File: src/hw/rtl/ara_pkg.sv
// Package with the shared constants, codes and controller/datapath interface types.
package ara_pkg;

  localparam int MAX_REGIONS_DEF = 32;
  localparam int ENTRY_W = 96;

  localparam logic [2:0] MODE_ADD    = 3'd0;
  localparam logic [2:0] MODE_DEL    = 3'd1;
  localparam logic [2:0] MODE_DELALL = 3'd2;
  localparam logic [2:0] MODE_VERIFY = 3'd3;
  localparam logic [2:0] MODE_ALLOC  = 3'd4;

  localparam logic [2:0] ST_OK       = 3'd0;
  localparam logic [2:0] ST_FULL     = 3'd1;
  localparam logic [2:0] ST_NOTFOUND = 3'd2;
  localparam logic [2:0] ST_NOSPACE  = 3'd3;
  localparam logic [2:0] ST_BEYOND   = 3'd4;
  localparam logic [2:0] ST_OVERLAP  = 3'd5;
  localparam logic [2:0] ST_WRAP     = 3'd6;

  typedef enum logic [3:0] {
    CMD_NONE,
    CMD_LOAD,
    CMD_ADD_INIT,
    CMD_ADD_RD,
    CMD_ADD_EV,
    CMD_SHF_INIT,
    CMD_SHF_RD,
    CMD_SHF_EV,
    CMD_INS,
    CMD_CMP_RD,
    CMD_CMP_EV,
    CMD_CMP_END,
    CMD_ALC_RD,
    CMD_ALC_EV,
    CMD_FIN
  } cmd_op_t;

  typedef struct packed {
    cmd_op_t    op;
    logic [2:0] st;
  } dp_cmd_t;

  typedef struct packed {
    logic full;
    logic wrap;
    logic beyond;
    logic scan_end;
    logic start_le;
    logic overlap;
    logic shift_done;
    logic not_found;
    logic alc_end;
    logic fit;
    logic out_free;
  } dp_sts_t;

endpackage

File: src/hw/rtl/ara_ram.sv
// Generic single write port, single read port RAM with registered read data.
module ara_ram #(
  parameter int WIDTH = 8,
  parameter int DEPTH = 2
) (
  input  logic                     clk,
  input  logic                     we,
  input  logic [$clog2(DEPTH)-1:0] waddr,
  input  logic [WIDTH-1:0]         wdata,
  input  logic                     re,
  input  logic [$clog2(DEPTH)-1:0] raddr,
  output logic [WIDTH-1:0]         rdata
);

  logic [WIDTH-1:0] mem_r [DEPTH];
  logic [WIDTH-1:0] rdata_r;

  always_ff @(posedge clk) begin
    if (we) begin
      mem_r[waddr] <= wdata;
    end
    if (re) begin
      rdata_r <= mem_r[raddr];
    end
  end

  assign rdata = rdata_r;

endmodule

File: src/hw/rtl/ara_ctrl.sv
// Controller state machine that sequences table scans, shifts and result delivery.
module ara_ctrl (
  input  logic             clk,
  input  logic             rst_n,
  input  logic             in_valid,
  input  logic [2:0]       in_mode,
  output logic             in_stall,
  input  ara_pkg::dp_sts_t sts,
  output ara_pkg::dp_cmd_t cmd
);

  typedef enum logic [3:0] {
    S_IDLE, S_ADD_CHK, S_ADD_RD, S_ADD_EV, S_ADD_OVL, S_SHF_RD, S_SHF_EV,
    S_CMP_RD, S_CMP_EV, S_ALC_RD, S_ALC_EV, S_FIN
  } state_t;

  state_t     state_r, state_nxt;
  logic [2:0] st_r, st_nxt;

  always_comb begin
    state_nxt = state_r;
    st_nxt    = st_r;
    cmd.op    = ara_pkg::CMD_NONE;
    cmd.st    = st_r;
    in_stall  = (state_r != S_IDLE);
    unique case (state_r)
      S_IDLE: begin
        if (in_valid) begin
          cmd.op = ara_pkg::CMD_LOAD;
          case (in_mode) inside
            ara_pkg::MODE_ADD: state_nxt = S_ADD_CHK;
            ara_pkg::MODE_DEL, ara_pkg::MODE_DELALL, ara_pkg::MODE_VERIFY:
              state_nxt = S_CMP_RD;
            ara_pkg::MODE_ALLOC: state_nxt = S_ALC_RD;
            default: begin
              st_nxt    = ara_pkg::ST_OK;
              state_nxt = S_FIN;
            end
          endcase
        end
      end
      S_ADD_CHK: begin
        state_nxt = S_FIN;
        if (sts.full) begin
          st_nxt = ara_pkg::ST_FULL;
        end else if (sts.wrap) begin
          st_nxt = ara_pkg::ST_WRAP;
        end else if (sts.beyond) begin
          st_nxt = ara_pkg::ST_BEYOND;
        end else begin
          cmd.op    = ara_pkg::CMD_ADD_INIT;
          state_nxt = S_ADD_RD;
        end
      end
      S_ADD_RD: begin
        if (sts.scan_end) begin
          state_nxt = S_ADD_OVL;
        end else begin
          cmd.op    = ara_pkg::CMD_ADD_RD;
          state_nxt = S_ADD_EV;
        end
      end
      S_ADD_EV: begin
        cmd.op    = ara_pkg::CMD_ADD_EV;
        state_nxt = sts.start_le ? S_ADD_RD : S_ADD_OVL;
      end
      S_ADD_OVL: begin
        if (sts.overlap) begin
          st_nxt    = ara_pkg::ST_OVERLAP;
          state_nxt = S_FIN;
        end else begin
          cmd.op    = ara_pkg::CMD_SHF_INIT;
          state_nxt = S_SHF_RD;
        end
      end
      S_SHF_RD: begin
        if (sts.shift_done) begin
          cmd.op    = ara_pkg::CMD_INS;
          st_nxt    = ara_pkg::ST_OK;
          state_nxt = S_FIN;
        end else begin
          cmd.op    = ara_pkg::CMD_SHF_RD;
          state_nxt = S_SHF_EV;
        end
      end
      S_SHF_EV: begin
        cmd.op    = ara_pkg::CMD_SHF_EV;
        state_nxt = S_SHF_RD;
      end
      S_CMP_RD: begin
        if (sts.scan_end) begin
          cmd.op    = ara_pkg::CMD_CMP_END;
          st_nxt    = sts.not_found ? ara_pkg::ST_NOTFOUND : ara_pkg::ST_OK;
          state_nxt = S_FIN;
        end else begin
          cmd.op    = ara_pkg::CMD_CMP_RD;
          state_nxt = S_CMP_EV;
        end
      end
      S_CMP_EV: begin
        cmd.op    = ara_pkg::CMD_CMP_EV;
        state_nxt = S_CMP_RD;
      end
      S_ALC_RD: begin
        if (sts.alc_end) begin
          st_nxt    = ara_pkg::ST_NOSPACE;
          state_nxt = S_FIN;
        end else begin
          cmd.op    = ara_pkg::CMD_ALC_RD;
          state_nxt = S_ALC_EV;
        end
      end
      S_ALC_EV: begin
        cmd.op    = ara_pkg::CMD_ALC_EV;
        state_nxt = sts.fit ? S_ADD_CHK : S_ALC_RD;
      end
      S_FIN: begin
        if (sts.out_free) begin
          cmd.op    = ara_pkg::CMD_FIN;
          state_nxt = S_IDLE;
        end
      end
      default: state_nxt = S_IDLE;
    endcase
  end

  always_ff @(posedge clk) begin
    if (!rst_n) begin
      state_r <= S_IDLE;
      st_r    <= ara_pkg::ST_OK;
    end else begin
      state_r <= state_nxt;
      st_r    <= st_nxt;
    end
  end

endmodule

File: src/hw/rtl/ara_dp.sv
// Datapath: operand registers, region table RAM, compares and the result register.
module ara_dp #(
  parameter int MAX_REGIONS = ara_pkg::MAX_REGIONS_DEF
) (
  input  logic             clk,
  input  logic             rst_n,
  input  ara_pkg::dp_cmd_t cmd,
  output ara_pkg::dp_sts_t sts,
  input  logic [31:0]      ram_start,
  input  logic [31:0]      ram_size,
  input  logic [2:0]       in_mode,
  input  logic [31:0]      in_region_start,
  input  logic [31:0]      in_region_size,
  input  logic [31:0]      in_region_flags,
  input  logic [31:0]      in_flag_mask,
  output logic             out_valid,
  input  logic             out_stall,
  output logic [2:0]       out_status,
  output logic [31:0]      out_alloc_address,
  output logic             out_hit,
  output logic [5:0]       out_removed_count,
  output logic [5:0]       out_used_count
);

  localparam int CW = $clog2(MAX_REGIONS + 1);
  localparam int AW = $clog2(MAX_REGIONS);
  localparam logic [CW-1:0] MAX_C = CW'(MAX_REGIONS);
  localparam logic [CW-1:0] ONE_C = CW'(1);

  logic [2:0]    mode_r;
  logic [32:0]   start_r;
  logic [31:0]   size_r, flags_r, mask_r;
  logic [CW-1:0] idx_r, widx_r, count_r, removed_r;
  logic [32:0]   prev_end_r, hi_r;
  logic [31:0]   next_start_r, addr_r;
  logic          has_next_r, found_r;

  logic          out_valid_r;
  logic [2:0]    out_status_r;
  logic [31:0]   out_addr_r;
  logic          out_hit_r;
  logic [CW-1:0] out_removed_r, out_used_r;

  logic                 ram_we, ram_re;
  logic [AW-1:0]        ram_waddr, ram_raddr;
  logic [ara_pkg::ENTRY_W-1:0] ram_wdata, ram_rdata;
  logic [31:0]          rd_start, rd_size, rd_flags;
  logic [CW-1:0]        idx_m1, widx_m1;

  logic [33:0] end34;
  logic [32:0] ram_end, rd_end, gap;
  logic        exact, match, keep;
  logic [CW+5:0] used_ext, removed_ext;

  assign {rd_start, rd_size, rd_flags} = ram_rdata;
  assign idx_m1   = idx_r - ONE_C;
  assign widx_m1  = widx_r - ONE_C;
  assign end34    = {1'b0, start_r} + {2'b0, size_r};
  assign ram_end  = {1'b0, ram_start} + {1'b0, ram_size};
  assign rd_end   = {1'b0, rd_start} + {1'b0, rd_size};
  assign gap      = hi_r - rd_end;
  assign exact    = (rd_start == start_r[31:0]) && (rd_size == size_r) &&
                    (rd_flags == flags_r);
  assign match    = (mode_r == ara_pkg::MODE_DELALL) ? ((rd_flags & mask_r) == flags_r)
                                                     : (exact && !found_r);
  assign keep     = !match && (mode_r != ara_pkg::MODE_VERIFY);

  always_comb begin
    sts.full       = (count_r >= MAX_C);
    sts.wrap       = start_r[32] || (end34 > 34'h1_0000_0000);
    sts.beyond     = (start_r < {1'b0, ram_start}) || (end34 > {1'b0, ram_end});
    sts.scan_end   = (idx_r == count_r);
    sts.start_le   = ({1'b0, rd_start} <= start_r);
    sts.overlap    = ((idx_r != '0) && (prev_end_r > start_r)) ||
                     (has_next_r && (end34 > {2'b0, next_start_r}));
    sts.shift_done = (widx_r == idx_r);
    sts.not_found  = (mode_r == ara_pkg::MODE_DEL) && !found_r;
    sts.alc_end    = (idx_r == '0);
    sts.fit        = (hi_r >= rd_end) && (gap >= {1'b0, size_r});
    sts.out_free   = !out_valid_r || !out_stall;
  end

  always_comb begin
    ram_re    = 1'b0;
    ram_raddr = idx_r[AW-1:0];
    ram_we    = 1'b0;
    ram_waddr = widx_r[AW-1:0];
    ram_wdata = ram_rdata;
    case (cmd.op)
      ara_pkg::CMD_ADD_RD, ara_pkg::CMD_CMP_RD: ram_re = 1'b1;
      ara_pkg::CMD_SHF_RD: begin
        ram_re    = 1'b1;
        ram_raddr = widx_m1[AW-1:0];
      end
      ara_pkg::CMD_ALC_RD: begin
        ram_re    = 1'b1;
        ram_raddr = idx_m1[AW-1:0];
      end
      ara_pkg::CMD_SHF_EV: ram_we = 1'b1;
      ara_pkg::CMD_CMP_EV: ram_we = keep;
      ara_pkg::CMD_INS: begin
        ram_we    = 1'b1;
        ram_waddr = idx_r[AW-1:0];
        ram_wdata = {start_r[31:0], size_r, flags_r};
      end
      default: ;
    endcase
  end

  ara_ram #(
    .WIDTH(ara_pkg::ENTRY_W),
    .DEPTH(MAX_REGIONS)
  ) u_ram (
    .clk   (clk),
    .we    (ram_we),
    .waddr (ram_waddr),
    .wdata (ram_wdata),
    .re    (ram_re),
    .raddr (ram_raddr),
    .rdata (ram_rdata)
  );

  // Operand and scan registers.
  always_ff @(posedge clk) begin
    case (cmd.op)
      ara_pkg::CMD_LOAD: begin
        mode_r     <= in_mode;
        start_r    <= {1'b0, in_region_start};
        size_r     <= in_region_size;
        flags_r    <= in_region_flags;
        mask_r     <= in_flag_mask;
        idx_r      <= (in_mode == ara_pkg::MODE_ALLOC) ? count_r : '0;
        widx_r     <= '0;
        removed_r  <= '0;
        found_r    <= 1'b0;
        hi_r       <= ram_end;
        addr_r     <= '0;
        has_next_r <= 1'b0;
      end
      ara_pkg::CMD_ADD_INIT: begin
        idx_r      <= '0;
        has_next_r <= 1'b0;
      end
      ara_pkg::CMD_ADD_EV: begin
        if (sts.start_le) begin
          prev_end_r <= rd_end;
          idx_r      <= idx_r + ONE_C;
        end else begin
          next_start_r <= rd_start;
          has_next_r   <= 1'b1;
        end
      end
      ara_pkg::CMD_SHF_INIT: widx_r <= count_r;
      ara_pkg::CMD_SHF_EV:   widx_r <= widx_m1;
      ara_pkg::CMD_INS: begin
        if (mode_r == ara_pkg::MODE_ALLOC) begin
          addr_r <= start_r[31:0];
        end
      end
      ara_pkg::CMD_CMP_EV: begin
        idx_r <= idx_r + ONE_C;
        if (mode_r == ara_pkg::MODE_VERIFY) begin
          if (exact) begin
            found_r <= 1'b1;
          end
        end else if (match) begin
          found_r   <= 1'b1;
          removed_r <= removed_r + ONE_C;
        end else begin
          widx_r <= widx_r + ONE_C;
        end
      end
      ara_pkg::CMD_ALC_EV: begin
        if (sts.fit) begin
          start_r <= hi_r - {1'b0, size_r};
        end else begin
          hi_r  <= {1'b0, rd_start};
          idx_r <= idx_m1;
        end
      end
      default: ;
    endcase
  end

  // Entry count and result register.
  always_ff @(posedge clk) begin
    if (!rst_n) begin
      count_r     <= '0;
      out_valid_r <= 1'b0;
    end else begin
      if (cmd.op == ara_pkg::CMD_INS) begin
        count_r <= count_r + ONE_C;
      end else if (cmd.op == ara_pkg::CMD_CMP_END && mode_r != ara_pkg::MODE_VERIFY) begin
        count_r <= widx_r;
      end
      if (cmd.op == ara_pkg::CMD_FIN) begin
        out_valid_r <= 1'b1;
      end else if (!out_stall) begin
        out_valid_r <= 1'b0;
      end
    end
  end

  always_ff @(posedge clk) begin
    if (cmd.op == ara_pkg::CMD_FIN) begin
      out_status_r  <= cmd.st;
      out_addr_r    <= addr_r;
      out_hit_r     <= (mode_r == ara_pkg::MODE_VERIFY) && found_r;
      out_removed_r <= removed_r;
      out_used_r    <= count_r;
    end
  end

  assign used_ext          = {6'b0, out_used_r};
  assign removed_ext       = {6'b0, out_removed_r};
  assign out_valid         = out_valid_r;
  assign out_status        = out_status_r;
  assign out_alloc_address = out_addr_r;
  assign out_hit           = out_hit_r;
  assign out_removed_count = removed_ext[5:0];
  assign out_used_count    = used_ext[5:0];

endmodule

File: src/hw/rtl/address_region_allocator.sv
// Top level of the sorted region table allocator: configuration registers and core wiring.
// Delete, delete all and verify walk all entries in use before raising out_valid; add
// ends early on a full, wrap or beyond-RAM error, else scans for its place, checks overlap
// and shifts the entries above it. Allocate walks the table down and then adds. Each
// table step is a RAM read plus an evaluate step through the single read port.
// Throughput: one item at a time; the next item is taken once the result is in the output
// register. Reset (rst_n low, synchronous) empties the table and clears ram_start, ram_size.
// No clearing pass is needed: only entries below the entry count are ever read.
module address_region_allocator #(
  parameter int MAX_REGIONS = ara_pkg::MAX_REGIONS_DEF
) (
  input  logic        clk,
  input  logic        rst_n,
  input  logic        in_valid,
  output logic        in_stall,
  input  logic [2:0]  in_mode,
  input  logic [31:0] in_region_start,
  input  logic [31:0] in_region_size,
  input  logic [31:0] in_region_flags,
  input  logic [31:0] in_flag_mask,
  output logic        out_valid,
  input  logic        out_stall,
  output logic [2:0]  out_status,
  output logic [31:0] out_alloc_address,
  output logic        out_hit,
  output logic [5:0]  out_removed_count,
  output logic [5:0]  out_used_count,
  input  logic        psel,
  input  logic        penable,
  input  logic        pwrite,
  input  logic [2:0]  paddr,
  input  logic [31:0] pwdata,
  output logic [31:0] prdata,
  output logic        pready
);

  // Configuration registers. Address bit 2 selects the register: ram_start at 0x0 and
  // ram_size at 0x4. The port never waits, so pready is tied high.
  logic [31:0] ram_start_r, ram_size_r;
  logic        cfg_wr;

  assign pready = 1'b1;
  assign cfg_wr = psel && penable && pwrite;
  assign prdata = paddr[2] ? ram_size_r : ram_start_r;

  always_ff @(posedge clk) begin
    if (!rst_n) begin
      ram_start_r <= '0;
      ram_size_r  <= '0;
    end else if (cfg_wr) begin
      if (paddr[2]) begin
        ram_size_r <= pwdata;
      end else begin
        ram_start_r <= pwdata;
      end
    end
  end

  // The controller walks the table one entry per step; the datapath holds the table,
  // the operand copy of the item and the result register.
  ara_pkg::dp_cmd_t cmd;
  ara_pkg::dp_sts_t sts;

  ara_ctrl u_ctrl (
    .clk      (clk),
    .rst_n    (rst_n),
    .in_valid (in_valid),
    .in_mode  (in_mode),
    .in_stall (in_stall),
    .sts      (sts),
    .cmd      (cmd)
  );

  ara_dp #(
    .MAX_REGIONS(MAX_REGIONS)
  ) u_dp (
    .clk               (clk),
    .rst_n             (rst_n),
    .cmd               (cmd),
    .sts               (sts),
    .ram_start         (ram_start_r),
    .ram_size          (ram_size_r),
    .in_mode           (in_mode),
    .in_region_start   (in_region_start),
    .in_region_size    (in_region_size),
    .in_region_flags   (in_region_flags),
    .in_flag_mask      (in_flag_mask),
    .out_valid         (out_valid),
    .out_stall         (out_stall),
    .out_status        (out_status),
    .out_alloc_address (out_alloc_address),
    .out_hit           (out_hit),
    .out_removed_count (out_removed_count),
    .out_used_count    (out_used_count)
  );

endmodule

File: config.mk
export PLATFORM = sky130hd
export DESIGN_NAME = address_region_allocator
export DESIGN_NICKNAME = d
export VERILOG_FILES = /design/src/hw/rtl/ara_pkg.sv /design/src/hw/rtl/ara_ram.sv /design/src/hw/rtl/ara_ctrl.sv /design/src/hw/rtl/ara_dp.sv /design/src/hw/rtl/address_region_allocator.sv
export SDC_FILE = /design/constraint.sdc
export NUM_CORES = 2
export LEC_CHECK = 0
export CAP_MARGIN = 20
export CORE_MARGIN = 10
export CORE_UTILIZATION = 25
export DETAILED_ROUTE_END_ITERATION = 16
export DONT_BUFFER_PORTS = 1
export SYNTH_ARGS = -nofsm -noshare
export SYNTH_HDL_FRONTEND = slang
export SYNTH_SLANG_ARGS = --single-unit
export TNS_END_PERCENT = 5
File: constraint.sdc
create_clock -name clk -period 18.7 [get_ports clk]
set_input_delay 1.87 -clock clk [delete_from_list [all_inputs] [get_ports clk]]
set_output_delay 1.87 -clock clk [all_outputs]
set_load 0.02 [all_outputs]
==> reports/summary.txt <==
hpwl dp: 270 mm
Die Wd: 806 um
#FFs+latches synth: 3576
largest net degree at the start of global routing: 173
setup tns final: 0 ps
Yosys cell types: 92
pre-CTS setup slack: 9610 ps
critical path required time: 19280 ps
largest family of logic cells by synthesized area: simple AND/OR/NAND/NOR gates
Crit. End Element: flop
Post-CTS Hold Buffers: 0
number of global-route vias before repair: 95900
skew final: 82.6 ps
GR Overflow Total: 0
Initial Util: 25.1%
Mapped Cells: 12500
final setup fails: 0
initial antenna violation count: 88
Core ar.: 616000 um2
Reg clk slew, reported paths: 60 ps
largest buffer count on any clock path: 4
Switch Pwr: 0.0131 W
maximum capacitance violations: 0
final-stage net count: 12900
async set-reset flop share out of synthesis: 0%
TritonCTS clock tree: done
GRT Total Usage: 14.1%
Worst Path Arrival: 9740 ps
post-synthesis sequential area ratio: 68.9%
Synth Area in XOR/XNOR: 1.17%
hold depth: 0
adder-cell share of the synthesized area: 2.99%
die area: 650000 um2
critical path type: flop to flop
Sw Share: 40.6%
Syn Nets: 13100
Power per Cell Area: 182 nW/um2
Max Slew Vio Count: 0
fin crit period: 9160 ps
first-pass GRT wire length: 687 mm
sequential power share: 34.6%
max incr delay on CP: 490 ps
Mean Syn Cell Area: 12.3 um2
Filler cells: 61800
Slew Limit Headroom: 15.2%
cell area after placement: 164000 um2
# IOs: 256
die height: 806 um
outcome: complete, no violations
# DRC: 0
Peak VDD IR: 0.000162 V
DR pass1 iterations: 8
RSZ-0062 raised after global routing: no
layout cells sized above 1: 6.79%
post-cts resize count: 0
reg2reg path depth: 36
worst hold endpoint: u_dp.out_alloc_address[24]
Setup crit start kind: flop
Worst R2R Setup Slack: 9540 ps
Clock Sinks: 3576
gp weighted congestion: 0.935
Synth Area in Compound Gates: 9.47%
hold_ws: 410 ps
worst r2r src: u_dp.u_ram.rdata[33]
clk_lat worst skew: 980 ps
initial drt markers: 13600
Yosys warnings: 0
final WL: 486 mm
Hold Path Class: flop to flop
final core occ: 28.7%
Pint: 0.0191 W
total number of vias: 104000
root buffer cell: clkbuf_16
row count: 288
HP Start: u_dp.addr_r[24]
Gate power share: 42.5%
peak fanout along the critical path: 33
Max Fclk: 109 MHz
Setup Fix Bufs, Post-CTS: 0
routed len/inst: 23.3 um
I/O Buffers: 0
Final Hold Fails: 0
slowest CP cell: inv_1
Clock Power Share: 22.9%
Slew @ Worst Pin: 1270 ps
multiplexer share of the synthesized area: 0.0680%
cell leakage power: 60.7 nW
synthesized area: 155000 um2
simple-gate share of the synthesized area: 14.8%
DRT antenna net count: 0
ys flop type: edfxtp_1
Post-synth EDFFs: 3498
DR vias/cell: 4.98
final period utilization: 49.0%
final worst slack: 9540 ps
H-tree Lvls: 5
area growth from synthesis to layout: 14.4%
worst r2r dst: u_dp.hi_r[27]
Inserted Clock Buffers: 378
cell area after layout: 177000 um2
-- flip-flops by register name (all words and copies together), names as in the netlist, 6 cells and up --
signal and cells:
u_dp.addr_r 32, u_dp.start_r 33, u_dp.u_ram.rdata 96, u_dp.idx_r 6
u_dp.flags_r 32, u_dp.next_start_r 32, u_dp.count_r 6, u_dp.u_ram.mem_r 3072
u_dp.widx_r 6, u_dp.out_removed_count 6, u_dp.size_r 32, u_dp.out_used_count 6
ram_size_r 32, u_dp.removed_r 6, u_dp.prev_end_r 33, ram_start_r 32
u_dp.mask_r 32, u_dp.hi_r 33, u_dp.out_alloc_address 32
-- worst max-delay path by stage --
stage / from / endpoint / slack, ps / cells after the start
6_report: u_dp.u_ram.rdata[33] / u_dp.hi_r[27] / 9540 / 36
5_1_grt: u_dp.u_ram.rdata[33] / u_dp.hi_r[29] / 8970 / 34
4_1_cts: u_dp.u_ram.rdata[33] / u_dp.hi_r[30] / 9540 / 36
3_5_place_dp: u_dp.u_ram.rdata[33] / u_dp.hi_r[26] / 9610 / 36
3_3_place_gp: u_dp.u_ram.rdata[33] / u_dp.hi_r[26] / 9490 / 36
2_1_floorplan: out_stall / u_dp.u_ram.rdata[0] / 3620 / 4
-- through the flow --
stage / instances / power, W
after global routing: 20800 / 0.0339
after global placement: 20100 / 0.0246
final: 20800 / 0.0322
after floorplan: 12500 / 0.0202
after detailed placement: 20100 / 0.0247
after CTS: 20800 / 0.0321
-- cell usage after synthesis (53+ instances only) --
library cell  count  area [um2]
nand2_1        3530       13300
nor2_1          206         773
a21o_1          234        1760
xor2_1           80         701
a211oi_1        116         871
clkbuf_1        592        2220
inv_1           256         961
o21a_1           53         398
a311oi_1        580        5080
nand3_1         831        4160
buf_1            66         248
a21oi_1         289        1450
dfxtp_1          78        1560
a21boi_0         69         518
a31oi_1         215        1350
buf_2           111         556
xnor2_1         126        1100
nand4_1          69         432
o21ai_0         247        1240
ha_1            361        4520
edfxtp_1       3498      105000
and3_1          408        2550
-- cells in the final DEF, fill, tap and decap left out, types with 232 or more instances in the layout --
master	synthesis	routed
nand2_1	3530	3529
a21o_1	234	232
a311oi_1	580	580
clkbuf_16	0	385
a21oi_1	289	284
nand3_1	831	831
inv_1	256	255
ha_1	361	361
and3_1	408	408
edfxtp_1	3498	3498
-- worst max-delay path: cells and delay by family (launching register included) --
| family | cells | cell delay [ps] |
|---|---|---|
| buf+inv | 3 | 1010 |
| simple gates | 11 | 2060 |
| flops | 1 | 400 |
| xor+xnor | 2 | 350 |
| compound gates | 17 | 3950 |
| fa+ha+maj | 3 | 950 |
-- routing by layer --
metal / global-route usage (%) / part of all wire, %
met5: 0 / 0.038
met1: 19.6 / 42
met3: 2.83 / 10
met2: 21.8 / 45
met4: 4.65 / 3.5
-- power by group through the flow --
stage / clock network [W] / registers [W] / logic, W
2_1_floorplan: 0 / 0.0110 / 0.00924
3_3_place_gp: 0 / 0.0113 / 0.0133
3_5_place_dp: 0 / 0.0113 / 0.0134
4_1_cts: 0.00748 / 0.0111 / 0.0135
5_1_grt: 0.00779 / 0.0111 / 0.0149
6_report: 0.00738 / 0.0111 / 0.0137
-- cells by family after synthesis --
| group | Yosys count |
|---|---|
| buf+inv | 1029 |
| mux | 10 |
| xor+xnor | 206 |
| flops | 3576 |
| other cells | 1 |
| compound gates | 2041 |
| fa+ha+maj | 366 |
| simple gates | 5300 |
-- final cells by class --
cell class	instances	area [um2]	share of cell area [%]
sequential	3576	107000	60.3
tap	8120	10200	5.74
antenna	65	163	0.0920
clock inverter	212	2080	1.18
inverter	258	973	0.550
multi-input combinational	7924	44500	25.2
timing repair buffer	226	2400	1.35
clock buffer	463	9950	5.62
Note: power is estimated with default switching activity, not from simulation.
